## config.mk

```make
export PLATFORM = sky130hd
export DESIGN_NAME = kanji_numeral_to_integer_flat
export DESIGN_NICKNAME = d
export VERILOG_FILES = /design/src/hdl/knti_pkg.sv /design/src/hdl/knti_req_if.sv /design/src/hdl/knti_rsp_if.sv /design/src/hdl/knti_front.sv /design/src/hdl/knti_queue.sv /design/src/hdl/knti_back.sv /design/src/hdl/kanji_numeral_to_integer.sv /design/src/flat_wrapper.sv
export SDC_FILE = /design/constraint.sdc
export NUM_CORES = 2
export LEC_CHECK = 0
export ABC_AREA = 1
export CAP_MARGIN = 10
export CELL_PAD_IN_SITES_DETAIL_PLACEMENT = 2
export CELL_PAD_IN_SITES_GLOBAL_PLACEMENT = 2
export CORE_AREA = 2 2 399 401
export DETAILED_ROUTE_END_ITERATION = 10
export DIE_AREA = 0 0 401 403
export DONT_BUFFER_PORTS = 1
export GPL_TIMING_DRIVEN = 0
export PLACE_DENSITY_LB_ADDON = 0.1
export SLEW_MARGIN = 10
export SYNTH_ARGS = -nofsm -noshare
export SYNTH_HDL_FRONTEND = slang
export SYNTH_SLANG_ARGS = --single-unit
```

## constraint.sdc

```tcl
create_clock -name clock -period 12.8 [get_ports clock]
set_input_delay 1.28 -clock clock [delete_from_list [all_inputs] [get_ports clock]]
set_output_delay 1.28 -clock clock [all_outputs]
set_load 0.01 [all_outputs]
```

## src/hdl/knti_pkg.sv

```systemverilog
// Shared types, character codes and arithmetic constants of the kanji numeral parser.
`default_nettype none

package knti_pkg;

   // Depth of the queue between the classifying front and the arithmetic back.
   localparam int QUEUE_DEPTH = 4;
   localparam int QUEUE_PTR_W = $clog2(QUEUE_DEPTH);

   localparam int CODE_W  = 24;
   localparam int GROUP_W = 32;
   localparam int MAG_W   = 64;
   localparam int POW_W   = 54;
   localparam int HALF_W  = 27;
   localparam int PART_W  = GROUP_W + HALF_W;

   // UTF-8 byte triples of the recognized characters.
   localparam logic [CODE_W-1:0] CH_REI   = 24'hE99BB6;
   localparam logic [CODE_W-1:0] CH_ICHI  = 24'hE4B880;
   localparam logic [CODE_W-1:0] CH_NI    = 24'hE4BA8C;
   localparam logic [CODE_W-1:0] CH_SAN   = 24'hE4B889;
   localparam logic [CODE_W-1:0] CH_YON   = 24'hE59B9B;
   localparam logic [CODE_W-1:0] CH_GO    = 24'hE4BA94;
   localparam logic [CODE_W-1:0] CH_ROKU  = 24'hE585AD;
   localparam logic [CODE_W-1:0] CH_NANA  = 24'hE4B883;
   localparam logic [CODE_W-1:0] CH_HACHI = 24'hE585AB;
   localparam logic [CODE_W-1:0] CH_KYU   = 24'hE4B99D;
   localparam logic [CODE_W-1:0] CH_JU    = 24'hE58D81;
   localparam logic [CODE_W-1:0] CH_HYAKU = 24'hE799BE;
   localparam logic [CODE_W-1:0] CH_SEN   = 24'hE58D83;
   localparam logic [CODE_W-1:0] CH_MAN   = 24'hE4B887;
   localparam logic [CODE_W-1:0] CH_OKU   = 24'hE58484;
   localparam logic [CODE_W-1:0] CH_CHO   = 24'hE58586;
   localparam logic [CODE_W-1:0] CH_KEI   = 24'hE4BAAC;
   localparam logic [CODE_W-1:0] CH_GAI   = 24'hE59E93;
   localparam logic [CODE_W-1:0] CH_JO    = 24'hE7A7AD;
   localparam logic [CODE_W-1:0] CH_FU    = 24'hE8B2A0;

   // Multiplier indexes.
   localparam logic [3:0] MULT_TEN      = 4'd0;
   localparam logic [3:0] MULT_HUNDRED  = 4'd1;
   localparam logic [3:0] MULT_THOUSAND = 4'd2;

   // Large unit indexes; gai and jo always overflow when their group is nonzero.
   localparam logic [3:0] UNIT_MAN = 4'd0;
   localparam logic [3:0] UNIT_OKU = 4'd1;
   localparam logic [3:0] UNIT_CHO = 4'd2;
   localparam logic [3:0] UNIT_KEI = 4'd3;
   localparam logic [3:0] UNIT_GAI = 4'd4;
   localparam logic [3:0] UNIT_JO  = 4'd5;

   // Scale selects carried to the multiplier stage.
   localparam logic [2:0] POW_SEL_ONE = 3'd0;
   localparam logic [2:0] POW_SEL_MAN = 3'd1;
   localparam logic [2:0] POW_SEL_OKU = 3'd2;
   localparam logic [2:0] POW_SEL_CHO = 3'd3;
   localparam logic [2:0] POW_SEL_KEI = 3'd4;

   localparam logic [MAG_W-1:0] MAG_MAX_POS = 64'h7FFF_FFFF_FFFF_FFFF;
   localparam logic [MAG_W-1:0] MAG_MAX_NEG = 64'h8000_0000_0000_0000;

   localparam logic [MAG_W-1:0] POW_MAN = 64'd10000;
   localparam logic [MAG_W-1:0] POW_OKU = 64'd100000000;
   localparam logic [MAG_W-1:0] POW_CHO = 64'd1000000000000;
   localparam logic [MAG_W-1:0] POW_KEI = 64'd10000000000000000;

   localparam logic [MAG_W-1:0] LIM_POS_MAN = MAG_MAX_POS / POW_MAN;
   localparam logic [MAG_W-1:0] LIM_POS_OKU = MAG_MAX_POS / POW_OKU;
   localparam logic [MAG_W-1:0] LIM_POS_CHO = MAG_MAX_POS / POW_CHO;
   localparam logic [MAG_W-1:0] LIM_POS_KEI = MAG_MAX_POS / POW_KEI;
   localparam logic [MAG_W-1:0] LIM_NEG_MAN = MAG_MAX_NEG / POW_MAN;
   localparam logic [MAG_W-1:0] LIM_NEG_OKU = MAG_MAX_NEG / POW_OKU;
   localparam logic [MAG_W-1:0] LIM_NEG_CHO = MAG_MAX_NEG / POW_CHO;
   localparam logic [MAG_W-1:0] LIM_NEG_KEI = MAG_MAX_NEG / POW_KEI;

   typedef enum logic [2:0] {
      KIND_DIGIT,
      KIND_MULT,
      KIND_UNIT,
      KIND_FU,
      KIND_OTHER
   } kind_type;

   // One classified character as it waits in the queue.
   typedef struct packed {
      kind_type   kind;
      logic [3:0] index;
      logic       last;
   } char_item_type;

   typedef struct packed {
      logic          push;
      char_item_type item;
   } queue_wr_type;

   typedef struct packed {
      logic          valid;
      char_item_type item;
   } queue_rd_type;

   // Magnitude update handed from the group logic to the multiply/accumulate stages.
   typedef struct packed {
      logic               force_ovf;
      logic [GROUP_W-1:0] group;
      logic [2:0]         pow_sel;
      logic               finish;
      logic               neg;
   } mag_op_type;

   function automatic char_item_type classify(input logic [CODE_W-1:0] code);
      char_item_type r;
      r.kind  = KIND_OTHER;
      r.index = 4'd0;
      r.last  = 1'b0;
      unique case (code)
         CH_REI:   begin r.kind = KIND_DIGIT; r.index = 4'd0; end
         CH_ICHI:  begin r.kind = KIND_DIGIT; r.index = 4'd1; end
         CH_NI:    begin r.kind = KIND_DIGIT; r.index = 4'd2; end
         CH_SAN:   begin r.kind = KIND_DIGIT; r.index = 4'd3; end
         CH_YON:   begin r.kind = KIND_DIGIT; r.index = 4'd4; end
         CH_GO:    begin r.kind = KIND_DIGIT; r.index = 4'd5; end
         CH_ROKU:  begin r.kind = KIND_DIGIT; r.index = 4'd6; end
         CH_NANA:  begin r.kind = KIND_DIGIT; r.index = 4'd7; end
         CH_HACHI: begin r.kind = KIND_DIGIT; r.index = 4'd8; end
         CH_KYU:   begin r.kind = KIND_DIGIT; r.index = 4'd9; end
         CH_JU:    begin r.kind = KIND_MULT;  r.index = MULT_TEN; end
         CH_HYAKU: begin r.kind = KIND_MULT;  r.index = MULT_HUNDRED; end
         CH_SEN:   begin r.kind = KIND_MULT;  r.index = MULT_THOUSAND; end
         CH_MAN:   begin r.kind = KIND_UNIT;  r.index = UNIT_MAN; end
         CH_OKU:   begin r.kind = KIND_UNIT;  r.index = UNIT_OKU; end
         CH_CHO:   begin r.kind = KIND_UNIT;  r.index = UNIT_CHO; end
         CH_KEI:   begin r.kind = KIND_UNIT;  r.index = UNIT_KEI; end
         CH_GAI:   begin r.kind = KIND_UNIT;  r.index = UNIT_GAI; end
         CH_JO:    begin r.kind = KIND_UNIT;  r.index = UNIT_JO; end
         CH_FU:    begin r.kind = KIND_FU;    r.index = 4'd0; end
         default:  begin r.kind = KIND_OTHER; r.index = 4'd0; end
      endcase
      return r;
   endfunction

   // Digit times ten, hundred or thousand; at most 9000.
   function automatic logic [13:0] mult_scaled(input logic [3:0] d, input logic [3:0] sel);
      logic [13:0] r;
      unique case (sel)
         MULT_TEN:      r = 14'(d) * 14'd10;
         MULT_HUNDRED:  r = 14'(d) * 14'd100;
         MULT_THOUSAND: r = 14'(d) * 14'd1000;
         default:       r = 14'd0;
      endcase
      return r;
   endfunction

   function automatic logic [GROUP_W-1:0] sat_add32(input logic [GROUP_W-1:0] a,
                                                    input logic [GROUP_W-1:0] b);
      logic [GROUP_W:0] s;
      s = {1'b0, a} + {1'b0, b};
      return s[GROUP_W] ? {GROUP_W{1'b1}} : s[GROUP_W-1:0];
   endfunction

   // Largest group that a unit may scale without leaving the magnitude range.
   function automatic logic [MAG_W-1:0] unit_limit(input logic [3:0] idx, input logic neg);
      logic [MAG_W-1:0] r;
      unique case (idx)
         UNIT_MAN: r = neg ? LIM_NEG_MAN : LIM_POS_MAN;
         UNIT_OKU: r = neg ? LIM_NEG_OKU : LIM_POS_OKU;
         UNIT_CHO: r = neg ? LIM_NEG_CHO : LIM_POS_CHO;
         UNIT_KEI: r = neg ? LIM_NEG_KEI : LIM_POS_KEI;
         default:  r = {MAG_W{1'b0}};
      endcase
      return r;
   endfunction

   function automatic logic [POW_W-1:0] pow_value(input logic [2:0] sel);
      logic [MAG_W-1:0] r;
      unique case (sel)
         POW_SEL_ONE: r = 64'd1;
         POW_SEL_MAN: r = POW_MAN;
         POW_SEL_OKU: r = POW_OKU;
         POW_SEL_CHO: r = POW_CHO;
         POW_SEL_KEI: r = POW_KEI;
         default:     r = 64'd0;
      endcase
      return r[POW_W-1:0];
   endfunction

endpackage

`default_nettype wire

```

## src/hdl/knti_req_if.sv

```systemverilog
// Request channel of the kanji numeral parser: one character per request.
`default_nettype none

interface knti_req_if;
   logic        valid;
   logic        ready;
   logic [23:0] char_code;
   logic        last_char;

   modport source (output valid, output char_code, output last_char, input ready);
   modport sink   (input valid, input char_code, input last_char, output ready);
endinterface

`default_nettype wire

```

## src/hdl/knti_rsp_if.sv

```systemverilog
// Response channel of the kanji numeral parser: one signed value per numeral.
`default_nettype none

interface knti_rsp_if;
   logic               valid;
   logic               ready;
   logic signed [63:0] value;
   logic               overflow;

   modport source (output valid, output value, output overflow, input ready);
   modport sink   (input valid, input value, input overflow, output ready);
endinterface

`default_nettype wire

```

## src/hdl/knti_front.sv

```systemverilog
// Front end: takes requests while the queue has room and classifies each character.
`default_nettype none

module knti_front
   import knti_pkg::*;
(
   knti_req_if.sink     req,
   input  logic         queue_full,
   output queue_wr_type queue_wr
);

   char_item_type item;

   always_comb begin
      item      = classify(req.char_code);
      item.last = req.last_char;
   end

   assign req.ready     = !queue_full;
   assign queue_wr.push = req.valid && !queue_full;
   assign queue_wr.item = item;

endmodule

`default_nettype wire

```

## src/hdl/knti_queue.sv

```systemverilog
// Short queue of classified characters between the front end and the back end.
`default_nettype none

module knti_queue
   import knti_pkg::*;
(
   input  logic         clock,
   input  logic         reset,
   input  queue_wr_type queue_wr,
   output logic         queue_full,
   output queue_rd_type queue_rd,
   input  logic         queue_pop
);

   char_item_type          entry_ff [QUEUE_DEPTH];
   logic [QUEUE_PTR_W:0]   wr_ptr_ff, wr_ptr_in;
   logic [QUEUE_PTR_W:0]   rd_ptr_ff, rd_ptr_in;
   logic                   empty;

   assign empty      = (wr_ptr_ff == rd_ptr_ff);
   assign queue_full = (wr_ptr_ff[QUEUE_PTR_W] != rd_ptr_ff[QUEUE_PTR_W])
                    && (wr_ptr_ff[QUEUE_PTR_W-1:0] == rd_ptr_ff[QUEUE_PTR_W-1:0]);

   assign queue_rd.valid = !empty;
   assign queue_rd.item  = entry_ff[rd_ptr_ff[QUEUE_PTR_W-1:0]];

   assign wr_ptr_in = wr_ptr_ff + (QUEUE_PTR_W+1)'(queue_wr.push);
   assign rd_ptr_in = rd_ptr_ff + (QUEUE_PTR_W+1)'(queue_pop && !empty);

   always_ff @(posedge clock) begin
      if (reset) begin
         wr_ptr_ff <= '0;
         rd_ptr_ff <= '0;
      end else begin
         wr_ptr_ff <= wr_ptr_in;
         rd_ptr_ff <= rd_ptr_in;
      end
   end

   always_ff @(posedge clock) begin
      if (queue_wr.push) begin
         entry_ff[wr_ptr_ff[QUEUE_PTR_W-1:0]] <= queue_wr.item;
      end
   end

endmodule

`default_nettype wire

```

## src/hdl/knti_back.sv

```systemverilog
// Back end: group arithmetic, scaled multiply, saturating accumulate and the response register.
`default_nettype none

module knti_back
   import knti_pkg::*;
(
   input  logic         clock,
   input  logic         reset,
   input  queue_rd_type queue_rd,
   output logic         queue_pop,
   knti_rsp_if.source   rsp
);

   // Group stage state.
   logic [3:0]         pend_digit_ff, pend_digit_in;
   logic               pend_valid_ff, pend_valid_in;
   logic [GROUP_W-1:0] group_ff, group_in;
   logic               neg_ff, neg_in;
   logic               at_start_ff, at_start_in;

   // Pipeline registers.
   logic               s1_valid_ff, s1_valid_in;
   mag_op_type         s1_op_ff, s1_op_in;
   logic               s2_valid_ff;
   logic [PART_W-1:0]  s2_lo_ff, s2_hi_ff, s2_lo_in, s2_hi_in;
   logic               s2_force_ff, s2_finish_ff, s2_neg_ff;
   logic               s3_valid_ff;
   logic [MAG_W-1:0]   s3_prod_ff, s3_prod_in;
   logic               s3_force_ff, s3_finish_ff, s3_neg_ff;

   // Running magnitude.
   logic [MAG_W-1:0]   total_ff, total_in;
   logic               ovf_ff, ovf_in;

   // Finished numeral waiting for the response register.
   logic               fin_valid_ff, fin_valid_in;
   logic [MAG_W-1:0]   fin_total_ff, fin_total_in;
   logic               fin_ovf_ff, fin_ovf_in, fin_neg_ff;

   logic               rsp_valid_ff, rsp_valid_in;
   logic [MAG_W-1:0]   rsp_value_ff, rsp_value_in;
   logic               rsp_ovf_ff;

   logic               rsp_free;
   logic               stall;

   kind_type           eff_kind;
   logic               fu_first;
   logic               neg_now;
   logic [GROUP_W-1:0] g1;
   logic [3:0]         mult_d;
   logic               emit;
   logic [POW_W-1:0]   pow;
   logic [MAG_W:0]     acc_sum;
   logic [MAG_W-1:0]   mag_lim;
   logic [MAG_W-1:0]   acc_total;
   logic               acc_ovf;

   assign rsp_free  = !rsp_valid_ff || rsp.ready;
   assign stall     = fin_valid_ff && !rsp_free;
   assign queue_pop = queue_rd.valid && !stall;

   // Group stage: pending digit, group sum and sign.
   always_comb begin
      fu_first = at_start_ff && (queue_rd.item.kind == KIND_FU);
      eff_kind = (queue_rd.item.kind == KIND_FU && !at_start_ff) ? KIND_OTHER
                                                                  : queue_rd.item.kind;
      neg_now  = neg_ff || fu_first;
      g1       = sat_add32(group_ff, pend_valid_ff ? GROUP_W'(pend_digit_ff) : '0);
      mult_d   = pend_valid_ff ? pend_digit_ff : 4'd1;

      pend_digit_in = 4'd0;
      pend_valid_in = 1'b0;
      group_in      = g1;
      emit          = queue_rd.item.last;

      s1_op_in.force_ovf = 1'b0;
      s1_op_in.group     = g1;
      s1_op_in.pow_sel   = POW_SEL_ONE;
      s1_op_in.finish    = queue_rd.item.last;
      s1_op_in.neg       = neg_now;

      unique case (eff_kind)
         KIND_FU: begin
            pend_digit_in = pend_digit_ff;
            pend_valid_in = pend_valid_ff;
            group_in      = group_ff;
         end
         KIND_DIGIT: begin
            pend_digit_in = queue_rd.item.index;
            pend_valid_in = 1'b1;
         end
         KIND_MULT: begin
            group_in = sat_add32(group_ff,
                                 GROUP_W'(mult_scaled(mult_d, queue_rd.item.index)));
         end
         KIND_UNIT: begin
            group_in = '0;
            if (g1 != '0) begin
               emit = 1'b1;
               if (queue_rd.item.index >= UNIT_GAI) begin
                  s1_op_in.force_ovf = 1'b1;
               end else if (MAG_W'(g1) > unit_limit(queue_rd.item.index, neg_now)) begin
                  s1_op_in.force_ovf = 1'b1;
               end else begin
                  s1_op_in.pow_sel = 3'(queue_rd.item.index[1:0]) + 3'd1;
               end
            end
         end
         KIND_OTHER: begin
            group_in = g1;
         end
         default: begin
            group_in = g1;
         end
      endcase

      // The last character, unless it is a large unit, flushes the group into the magnitude at scale one.
      if (queue_rd.item.last && eff_kind != KIND_UNIT) begin
         s1_op_in.group = sat_add32(group_in,
                                    pend_valid_in ? GROUP_W'(pend_digit_in) : '0);
      end

      if (queue_rd.item.last) begin
         pend_digit_in = 4'd0;
         pend_valid_in = 1'b0;
         group_in      = '0;
         neg_in        = 1'b0;
         at_start_in   = 1'b1;
      end else begin
         neg_in        = neg_now;
         at_start_in   = 1'b0;
      end

      s1_valid_in = emit;
   end

   // Multiply stage: group times the scale in two partial products.
   always_comb begin
      pow      = pow_value(s1_op_ff.pow_sel);
      s2_lo_in = PART_W'(s1_op_ff.group) * PART_W'(pow[HALF_W-1:0]);
      s2_hi_in = PART_W'(s1_op_ff.group) * PART_W'(pow[POW_W-1:HALF_W]);
   end

   assign s3_prod_in = MAG_W'({s2_hi_ff, {HALF_W{1'b0}}}) + MAG_W'(s2_lo_ff);

   // Accumulate stage: saturating add into the magnitude.
   always_comb begin
      mag_lim = s3_neg_ff ? MAG_MAX_NEG : MAG_MAX_POS;
      acc_sum = {1'b0, total_ff} + {1'b0, s3_prod_ff};
      if (ovf_ff) begin
         acc_total = total_ff;
         acc_ovf   = 1'b1;
      end else if (s3_force_ff || acc_sum > {1'b0, mag_lim}) begin
         acc_total = mag_lim;
         acc_ovf   = 1'b1;
      end else begin
         acc_total = acc_sum[MAG_W-1:0];
         acc_ovf   = 1'b0;
      end

      total_in     = total_ff;
      ovf_in       = ovf_ff;
      fin_valid_in = fin_valid_ff && !rsp_free;
      fin_total_in = acc_total;
      fin_ovf_in   = acc_ovf;
      if (!stall) begin
         fin_valid_in = s3_valid_ff && s3_finish_ff;
         if (s3_valid_ff) begin
            if (s3_finish_ff) begin
               total_in = '0;
               ovf_in   = 1'b0;
            end else begin
               total_in = acc_total;
               ovf_in   = acc_ovf;
            end
         end
      end
   end

   assign rsp_valid_in = rsp_free ? fin_valid_ff : rsp_valid_ff;
   assign rsp_value_in = fin_neg_ff ? (MAG_W'(0) - fin_total_ff) : fin_total_ff;

   always_ff @(posedge clock) begin
      if (reset) begin
         pend_digit_ff <= 4'd0;
         pend_valid_ff <= 1'b0;
         group_ff      <= '0;
         neg_ff        <= 1'b0;
         at_start_ff   <= 1'b1;
         s1_valid_ff   <= 1'b0;
         s2_valid_ff   <= 1'b0;
         s3_valid_ff   <= 1'b0;
         total_ff      <= '0;
         ovf_ff        <= 1'b0;
         fin_valid_ff  <= 1'b0;
         rsp_valid_ff  <= 1'b0;
      end else begin
         if (queue_pop) begin
            pend_digit_ff <= pend_digit_in;
            pend_valid_ff <= pend_valid_in;
            group_ff      <= group_in;
            neg_ff        <= neg_in;
            at_start_ff   <= at_start_in;
         end
         if (!stall) begin
            s1_valid_ff <= queue_pop && s1_valid_in;
            s2_valid_ff <= s1_valid_ff;
            s3_valid_ff <= s2_valid_ff;
         end
         total_ff     <= total_in;
         ovf_ff       <= ovf_in;
         fin_valid_ff <= fin_valid_in;
         rsp_valid_ff <= rsp_valid_in;
      end
   end

   always_ff @(posedge clock) begin
      if (!stall) begin
         s1_op_ff     <= s1_op_in;
         s2_lo_ff     <= s2_lo_in;
         s2_hi_ff     <= s2_hi_in;
         s2_force_ff  <= s1_op_ff.force_ovf;
         s2_finish_ff <= s1_op_ff.finish;
         s2_neg_ff    <= s1_op_ff.neg;
         s3_prod_ff   <= s3_prod_in;
         s3_force_ff  <= s2_force_ff;
         s3_finish_ff <= s2_finish_ff;
         s3_neg_ff    <= s2_neg_ff;
         fin_total_ff <= fin_total_in;
         fin_ovf_ff   <= fin_ovf_in;
         fin_neg_ff   <= s3_neg_ff;
      end
      if (rsp_free) begin
         rsp_value_ff <= rsp_value_in;
         rsp_ovf_ff   <= fin_ovf_ff;
      end
   end

   assign rsp.valid    = rsp_valid_ff;
   assign rsp.value    = $signed(rsp_value_ff);
   assign rsp.overflow = rsp_ovf_ff;

   // A finished numeral is never dropped while the response register is blocked.
   a_fin_holds: assert property (@(posedge clock) disable iff (reset)
      (fin_valid_ff && rsp_valid_ff && !rsp.ready) |=> fin_valid_ff)
      else $error("finished numeral lost while response stalled");

   // The magnitude never goes beyond two to the sixty-third.
   a_total_range: assert property (@(posedge clock) disable iff (reset)
      (!total_ff[MAG_W-1] || total_ff[MAG_W-2:0] == '0))
      else $error("magnitude beyond range");

   // Flushing a numeral returns the accumulator to zero.
   a_total_clear: assert property (@(posedge clock) disable iff (reset)
      (s3_valid_ff && s3_finish_ff && !stall) |=> (total_ff == '0 && !ovf_ff))
      else $error("accumulator not cleared after a numeral");

   // An overflowed result is one of the two saturated extremes.
   a_sat_value: assert property (@(posedge clock) disable iff (reset)
      (rsp_valid_ff && rsp_ovf_ff) |->
         (rsp_value_ff == MAG_MAX_POS || rsp_value_ff == MAG_MAX_NEG))
      else $error("overflow without saturated value");

endmodule

`default_nettype wire

```

## src/hdl/kanji_numeral_to_integer.sv

```systemverilog
// Top level of the kanji numeral parser: front end, character queue and arithmetic back end.
//
// Usage. Each request on req carries one character of a kanji numeral as its three UTF-8
// bytes in req.char_code (first byte in bits 23 to 16) and req.last_char, which marks the
// final character. Only a request with last_char set yields a response on rsp: the signed
// value of the whole numeral and an overflow flag; when the magnitude leaves the signed
// 64-bit range the value sticks at the extreme of its sign.
// Throughput: one request per clock cycle, sustained, for as long as responses are taken.
// A final character, once accepted, passes the queue entry, the group stage, two multiply
// stages, the accumulate stage and the response register before its response is valid.
// A four-entry queue parts the classifying front end from the back end, so requests keep
// being taken while a response waits. When rsp.ready stays low, one finished numeral waits
// behind the response register, then the back end holds and, once the queue is full,
// req.ready falls.
// Reset is synchronous and active high; it empties the queue and the pipeline and returns
// the parser to the start of a numeral. No clearing pass is needed afterwards.
`default_nettype none

module kanji_numeral_to_integer
   import knti_pkg::*;
(
   input  logic       clock,
   input  logic       reset,
   knti_req_if.sink   req,
   knti_rsp_if.source rsp
);

   queue_wr_type queue_wr;
   queue_rd_type queue_rd;
   logic         queue_full;
   logic         queue_pop;

   // Classification happens as the request is taken; only the class, its index and the last flag travel on.
   knti_front u_front (
      .req        (req),
      .queue_full (queue_full),
      .queue_wr   (queue_wr)
   );

   // The queue lets the front end keep accepting while the back end is held.
   knti_queue u_queue (
      .clock      (clock),
      .reset      (reset),
      .queue_wr   (queue_wr),
      .queue_full (queue_full),
      .queue_rd   (queue_rd),
      .queue_pop  (queue_pop)
   );

   // The back end retires one character per cycle unless its output is blocked.
   knti_back u_back (
      .clock     (clock),
      .reset     (reset),
      .queue_rd  (queue_rd),
      .queue_pop (queue_pop),
      .rsp       (rsp)
   );

endmodule

`default_nettype wire

```

## src/flat_wrapper.sv

```systemverilog
// flat-port wrapper written by rule: the top's interface ports become plain ports
module kanji_numeral_to_integer_flat import knti_pkg::*;
  (clock, reset, req_valid, req_char_code, req_last_char, req_ready, rsp_valid, rsp_value, rsp_overflow, rsp_ready);
  knti_req_if req_i ();
  knti_rsp_if rsp_i ();
  input  logic clock;
  input  logic reset;
  input wire logic [$bits(req_i.valid)-1:0] req_valid;
  input wire logic [$bits(req_i.char_code)-1:0] req_char_code;
  input wire logic [$bits(req_i.last_char)-1:0] req_last_char;
  output wire logic [$bits(req_i.ready)-1:0] req_ready;
  output wire logic [$bits(rsp_i.valid)-1:0] rsp_valid;
  output wire logic [$bits(rsp_i.value)-1:0] rsp_value;
  output wire logic [$bits(rsp_i.overflow)-1:0] rsp_overflow;
  input wire logic [$bits(rsp_i.ready)-1:0] rsp_ready;
  assign req_i.valid = req_valid;
  assign req_i.char_code = req_char_code;
  assign req_i.last_char = req_last_char;
  assign req_ready = req_i.ready;
  assign rsp_valid = rsp_i.valid;
  assign rsp_value = rsp_i.value;
  assign rsp_overflow = rsp_i.overflow;
  assign rsp_i.ready = rsp_ready;
  kanji_numeral_to_integer u_core (.clock(clock), .reset(reset), .req(req_i), .rsp(rsp_i));
endmodule
```

After elaboration in Yosys (flattened, before gate mapping)
Memory sizes are Yosys's and may differ from the RTL's. A register that Yosys moved wholly into a read port is not among the register bits.
Index checks and enable logic that the tools add are counted.
{"block": "word_totals", "ff_bits": 450, "latch_bits": 0, "mem_bits_rw": 32, "rom_bits": 0, "inputBits": 29, "wordCells": 155, "memories": 1}
{"name": "u_core.u_queue.entry_ff", "depth": 4, "word_bits": 8, "read_ports": 1, "rd_ports_with_merged_regs": 1, "write_ports": 1, "line": "knti_queue.sv:15", "source": "char_item_type entry_ff [QUEUE_DEPTH];"}
{"block": "op_classes", "add_sub_neg": 9, "mul": 5, "n_div": 0, "magnitude_cmp": 3, "eq_ne": 35, "shifts": 0, "muxes": 40, "n_bitwise": 3, "n_reduce_logical": 26}
{"cell": "64-bit 2-to-1 mux", "n": 8}
{"cell": "24-bit == test (second input constant)", "n": 20}
{"cell": "54-bit one-hot mux with 5 select lines", "n": 1}
{"cell": "50-bit one-hot mux with 4 select lines", "n": 1}
{"cell": "32-bit 2-to-1 mux", "n": 5}
{"cell": "7-bit one-hot mux with 20 select lines", "n": 1}
{"cell": "32-bit one-hot mux with 3 select lines", "n": 1}
{"cell": "32-bit by 4-bit adder with 33-bit output", "n": 2}
{"cell": "64-bit by 64-bit adder with 65-bit output", "n": 1}
{"cell": "65-bit by 64-bit > comparator with 1-bit output", "n": 1}
{"cell": "64-bit by 59-bit adder with 64-bit output", "n": 1}
{"cell": "32-bit by 64-bit > comparator with 1-bit output", "n": 1}
{"cell": "1-bit by 64-bit subtractor with 64-bit output (first input constant)", "n": 1}
{"cell": "32-bit by 27-bit multiplier with 59-bit output", "n": 1}
{"cell": "14-bit one-hot mux with 3 select lines", "n": 1}
{"cell": "32-bit by 27-bit multiplier with 37-bit output", "n": 1}
{"cell": "32-bit by 14-bit adder with 33-bit output", "n": 1}
{"cell": "32-bit nonzero test", "n": 1}
{"cell": "4-bit 2-to-1 mux", "n": 4}
{"cell": "3-bit by 2-bit == test with 1-bit output (second input constant)", "n": 5}
{"cell": "14-bit 2-to-1 mux", "n": 1}
{"cell": "1-bit 2-to-1 mux", "n": 13}
{"cell": "4-bit by 7-bit multiplier with 11-bit output (second input constant)", "n": 1}
{"cell": "1-bit logical AND", "n": 10}
{"cell": "24 further kinds", "n": 38}

Longest topological paths before layout
{"block": "depth", "word_depth": 11, "mapped_depth": 45, "ltp_nobuf": 45}

Cells and area by module
From an unflattened synthesis, not the netlist that was laid out.
{"block": "hier_totals", "cells_unflattened": 7968, "hier_area_um2": 66319.9}
{"module": "knti_back", "n_inst": 1, "cells_each": 7638, "area_per_inst_um2": 63882.5, "seq_area_each_um2": 12241.7}
{"module": "knti_queue", "n_inst": 1, "cells_each": 131, "area_per_inst_um2": 1557.7, "seq_area_each_um2": 1081.0}
{"module": "knti_front", "n_inst": 1, "cells_each": 199, "area_per_inst_um2": 879.6, "seq_area_each_um2": 0.0}

Least setup slack after synthesis
No wires, ideal clock.
{"block": "synth_path", "path_type": "input port to flip-flop", "start": "in rsp_ready", "end": "reg u_core.u_queue.rd_ptr_ff[2]", "t_arrival_ns": 10.217, "required_ns": 12.672, "setup_slack_ns": 2.455, "stages": 8, "path_buffers": 0, "path_cell_list": "inv_1 nand3_1 nand2_1 inv_1 ha_1 ha_1 xnor2_1 nor2_1"}
{"block": "synth_between", "elab_chain_len": 7}
{"item": "start, declared", "line": "flat_wrapper.sv:15", "source": "input wire logic [$bits(rsp_i.ready)-1:0] rsp_ready;"}
{"item": "1-bit logical OR", "line": "knti_back.sv:59", "source": "assign rsp_free = !rsp_valid_ff || rsp.ready;"}
{"item": "1-bit logical NOT", "line": "knti_back.sv:60", "source": "assign stall = fin_valid_ff && !rsp_free;"}
{"item": "1-bit logical AND", "line": "knti_back.sv:60"}
{"item": "1-bit logical NOT"}
{"item": "1-bit logical AND", "line": "knti_back.sv:61", "source": "assign queue_pop = queue_rd.valid && !stall;"}
{"item": "net u_core.queue_pop", "line": "kanji_numeral_to_integer.sv:31", "source": "logic queue_pop;"}
{"item": "1-bit logical AND", "line": "knti_queue.sv:28", "source": "assign rd_ptr_in = rd_ptr_ff + (QUEUE_PTR_W+1)'(queue_pop && !empty);"}
{"item": "3-bit by 1-bit adder with 3-bit output", "line": "knti_queue.sv:28"}
{"item": "end signal, assigned", "line": "knti_queue.sv:36", "source": "rd_ptr_ff <= rd_ptr_in;"}
{"item": "end, declared", "line": "knti_queue.sv:17", "source": "logic [QUEUE_PTR_W:0] rd_ptr_ff, rd_ptr_in;"}
The timed path passes the listed nets, and every way through them passes these cells.
A chain may end at the register's enable or synchronous reset.

Final worst setup path
{"block": "layout_path", "start": "reg u_core.u_back.s1_op_ff[3] (netlist name)", "end": "reg u_core.u_back.s2_lo_ff[58] (data pin)"}
{"block": "layout_between", "elab_chain_len": 3, "elab_cells_between_ends": 7}
{"item": "start, declared", "line": "knti_back.sv:23", "source": "mag_op_type s1_op_ff, s1_op_in;"}
{"item": "start signal, assigned", "line": "knti_back.sv:220", "source": "s1_op_ff <= s1_op_in;"}
{"item": "3-bit == test (tied with other cells)", "line": "knti_pkg.sv:175", "source": "unique case (sel)"}
{"item": "54-bit one-hot mux with 5 select lines (*)", "line": "knti_pkg.sv:175"}
{"item": "32-bit by 27-bit multiplier with 59-bit output (*)", "line": "knti_back.sv:141", "source": "s2_lo_in = PART_W'(s1_op_ff.group) * PART_W'(pow[HALF_W-1:0]);"}
{"item": "net u_core.u_back.s2_lo_in[58]", "line": "knti_back.sv:25", "source": "logic [PART_W-1:0] s2_lo_ff, s2_hi_ff, s2_lo_in, s2_hi_in;"}
{"item": "end signal, assigned", "line": "knti_back.sv:221", "source": "s2_lo_ff <= s2_lo_in;"}
{"item": "end, declared", "line": "knti_back.sv:25"}
The timed path passes the listed nets; every way through them passes the cells marked *.

==> reports/summary.txt <==
Pleak - 37.04 nW
Psw - 3.897 mW
hpwl dp - 224700 microns
Post-synth EDFFs - 367
RePlAce Congestion - 0.9452
largest net degree at the start of global routing - 64
Pre-antenna DRT Iters - 7
clk sinks - 482
drt wl/cell - 25.84 microns
#FFs+latches synth - 482
initial core utilization - 0.4165
Routed Antenna Nets - 0
syn_nets - 9385
grt total ovfl - 0
final worst-path cycle share - 0.9367
Pint - 4.361 mW
sequential area share after synthesis - 0.2031
Mean Syn Cell Area - 8.465 sq um
status - complete, no violations
row cnt - 146
GR Util met2 - 0.5759
Clock Latency Late Sink - 0.70 ns
CTS tree - yes
GR Util met3 - 0.03244
CTS root buffer - clkbuf_16
crit path DAT - 12.37 ns
# DRC - 0
placed inst area - 68530 sq um
Worst EP required - 13.18 ns
Worst Max-Slew Pin Slew - 1.348 ns
fill cell count - 17720
Yosys cell types - 72
clk slew on worst S/H paths - 0.06 ns
Power Density - 117.1 nW/um^2
hold_buf cts - 0
design area - 70540 sq um
Hold Path Class - flip-flop to flip-flop
Tot Pwr - 8.258 mW
Worst slew margin - 0.09811
met1 usage - 0.3913
number of global-route vias before repair - 63290
# Max-Cap Violations - 0
H-tree Lvls - 2
area grow syn2layout - 7.554%
routed via count - 54140
most used routing layer - met2
Die W - 401 microns
initial antenna violation count - 10
height of the die - 403 microns
skew final - 0.03976 ns
PortBufs - 0
drt via density - 5.442
startpoint types - flip-flop
critical path class - flip-flop to flip-flop
Setup WS post-layout - 0.8105 ns
Worst path max stage delay - 0.87 ns
Fin Setup TNS - 0 ns
All-Layer GR Usage - 0.3209
CP Capture Type - flip-flop
fmax - 83.41 MHz
Post-CTS Setup Inserts - 0
combinational share of power - 0.492
layout cells sized above 1 - 0.03822
main flop type after synthesis - edfxtp_1
Clock power frac - 0.210
DIE AREA - 161600 sq um
Final Max Slew Viols - 0
Nets - 9461
Mapped Cells - 7748
# setup viols final - 0
CTS max path bufs - 3
global-route wire length before repair - 393300 microns
fin crit period - 11.99 ns
Worst path slowest cell - nor2_1
DR iter-0 viols - 2765
Max IR drop VDD - 0.1101 mV
final hold vios - 0
crit-path max FO - 10
unrepaired setup endpoints after global routing - no
synth warn - 0
CTS Buf Count - 59
Core ar. - 157500 sq um
switching part of the total power - 0.4719
dpl ws - 1.139 ns
ys async rst share - 0
WL final - 257100 microns
post-CTS sizing - 0
WHS - 0.3905 ns
Sequential Power Share - 0.298
mapped cell area - 65590 sq um
io pins - 96
## per-layer routing
layer	vias to the layer above	wire length (microns)
met4	10	12730
met1	27800	106200
met3	512	9314
li1	24650	-
met5	-	70
met2	1167	128700
## power by group through the flow
stage	Clock [mW]	Combinational (mW)	Sequential, mW
after detailed placement	0	3.97	2.50
after global placement	0	3.73	2.49
after CTS	1.78	4.03	2.47
after floorplan	0	2.56	2.36
final	1.74	4.06	2.46
after global routing	1.83	4.43	2.49
## logic make-up (layout without fill, tap and decap cells)
logic type                 after synthesis  in the layout  synth area share
AOI/OAI and AO/OA                      851            851           0.07442
xor gates and xnor gates               333            333           0.04447
adders and majority gates             1608           1608            0.3981
DFF                                    482            482            0.2031
other                                    0              3                 0
and+or+nand+nor                       2492           2492            0.1648
buffers and inverters                 1982           2109            0.1151
## state kept, by name (all words and copies together), names as in the netlist, 3 cells and up
| register | flops |
|---|---|
| u_core.u_back.s1_op_ff | 38 |
| u_core.u_back.s3_prod_ff | 64 |
| u_core.u_back.group_ff | 32 |
| u_core.u_back.fin_total_ff | 64 |
| u_core.u_queue.rd_ptr_ff | 3 |
| u_core.u_back.total_ff | 64 |
| u_core.u_back.s2_lo_ff | 59 |
| u_core.u_queue.wr_ptr_ff | 3 |
| u_core.u_queue.entry_ff | 32 |
| u_core.u_back.rsp.value | 64 |
| u_core.u_back.pend_digit_ff | 4 |
| u_core.u_back.s2_hi_ff | 37 |
## worst paths after layout
kind	from	to	slack, ns	cells past startpoint
setup reg to reg	u_core.u_back.s1_op_ff[3]$_SDFFCE_PP0N_	u_core.u_back.s2_lo_ff[58]$_DFFE_PN_	0.81	31
hold / removal	u_core.u_back.fin_ovf_ff$_DFFE_PN_	u_core.u_back.rsp.overflow$_DFFE_PP_	0.39	0
hold reg to reg	u_core.u_back.fin_ovf_ff$_DFFE_PN_	u_core.u_back.rsp.overflow$_DFFE_PP_	0.39	0
setup / recovery	u_core.u_back.s1_op_ff[3]$_SDFFCE_PP0N_	u_core.u_back.s2_lo_ff[58]$_DFFE_PN_	0.81	31
## cells in the final DEF (no fill, tap or decap), types with 51 or more instances in the layout
master and count:
a21oi_1 431, clkbuf_1 91, clkbuf_16 60, dfxtp_1 115, edfxtp_1 367, fa_1 798, ha_1 810, inv_1 1799
nand2_1 1084, nand3_1 172, nand4_1 196, nor2_1 808, nor3_1 59, nor4_1 51, o21ai_0 178, xnor2_1 120
xor2_1 213
## per-stage QoR
stage / cells / util
after floorplan: 7748 / -
after global placement: 9820 / 0.4330
after detailed placement: 9835 / 0.4352
after CTS: 9947 / 0.4478
after global routing: 9947 / 0.4479
final: 9950 / 0.4480
## Yosys cell counts (7+ instances only)
cell	n	area [sq um]
inv_1	1799	6753
nand2_1	1085	4073
nor2_1	818	3070
ha_1	810	10130
fa_1	798	15980
a21oi_1	431	2157
edfxtp_1	367	11020
xor2_1	213	1866
nand4_1	196	1226
o21ai_0	178	890.9
nand3_1	173	865.8
xnor2_1	120	1051
dfxtp_1	115	2302
clkbuf_1	81	304.0
nor3_1	63	315.3
nor4_1	52	325.3
a31oi_1	49	306.5
o21ai_1	24	120.1
a21o_1	23	172.7
clkinv_1	23	86.33
buf_2	22	110.1
inv_2	22	82.58
buf_1	19	71.32
o21bai_1	19	142.6
nor2_2	17	106.4
nand2_2	16	100.1
o211ai_1	16	120.1
o21a_1	16	120.1
nand3_2	15	150.1
o31ai_1	15	112.6
a31oi_2	11	137.6
or2_2	9	56.30
nor2_4	8	90.09
o21ai_2	8	70.07
a221oi_1	7	61.31
buf_4	7	52.55
## cell type report
cell class                 count  area [sq um]  area share
antenna                        3         7.507   0.0001064
clock inverter                34         359.1    0.005090
buffer                       135         608.1    0.008620
inverter                    1847          6940     0.09839
timing repair buffer          15         292.8    0.004150
sequential                   482         13320      0.1889
tap                         2072          2592     0.03675
multi-input combinational   5284         44790      0.6349
clock buffer                  78          1629     0.02309
## critical path: cells and delay by family, from the launching register on
family                     cells  cell delay [ns]
and+or+nand+nor                7             2.57
DFF                            1             0.57
buffers and inverters          9             2.12
xor gates and xnor gates       1             0.54
AOI/OAI and AO/OA              6             1.85
adders and majority gates      8             3.98
No activity file was read; power rests on OpenSTA's default activity.
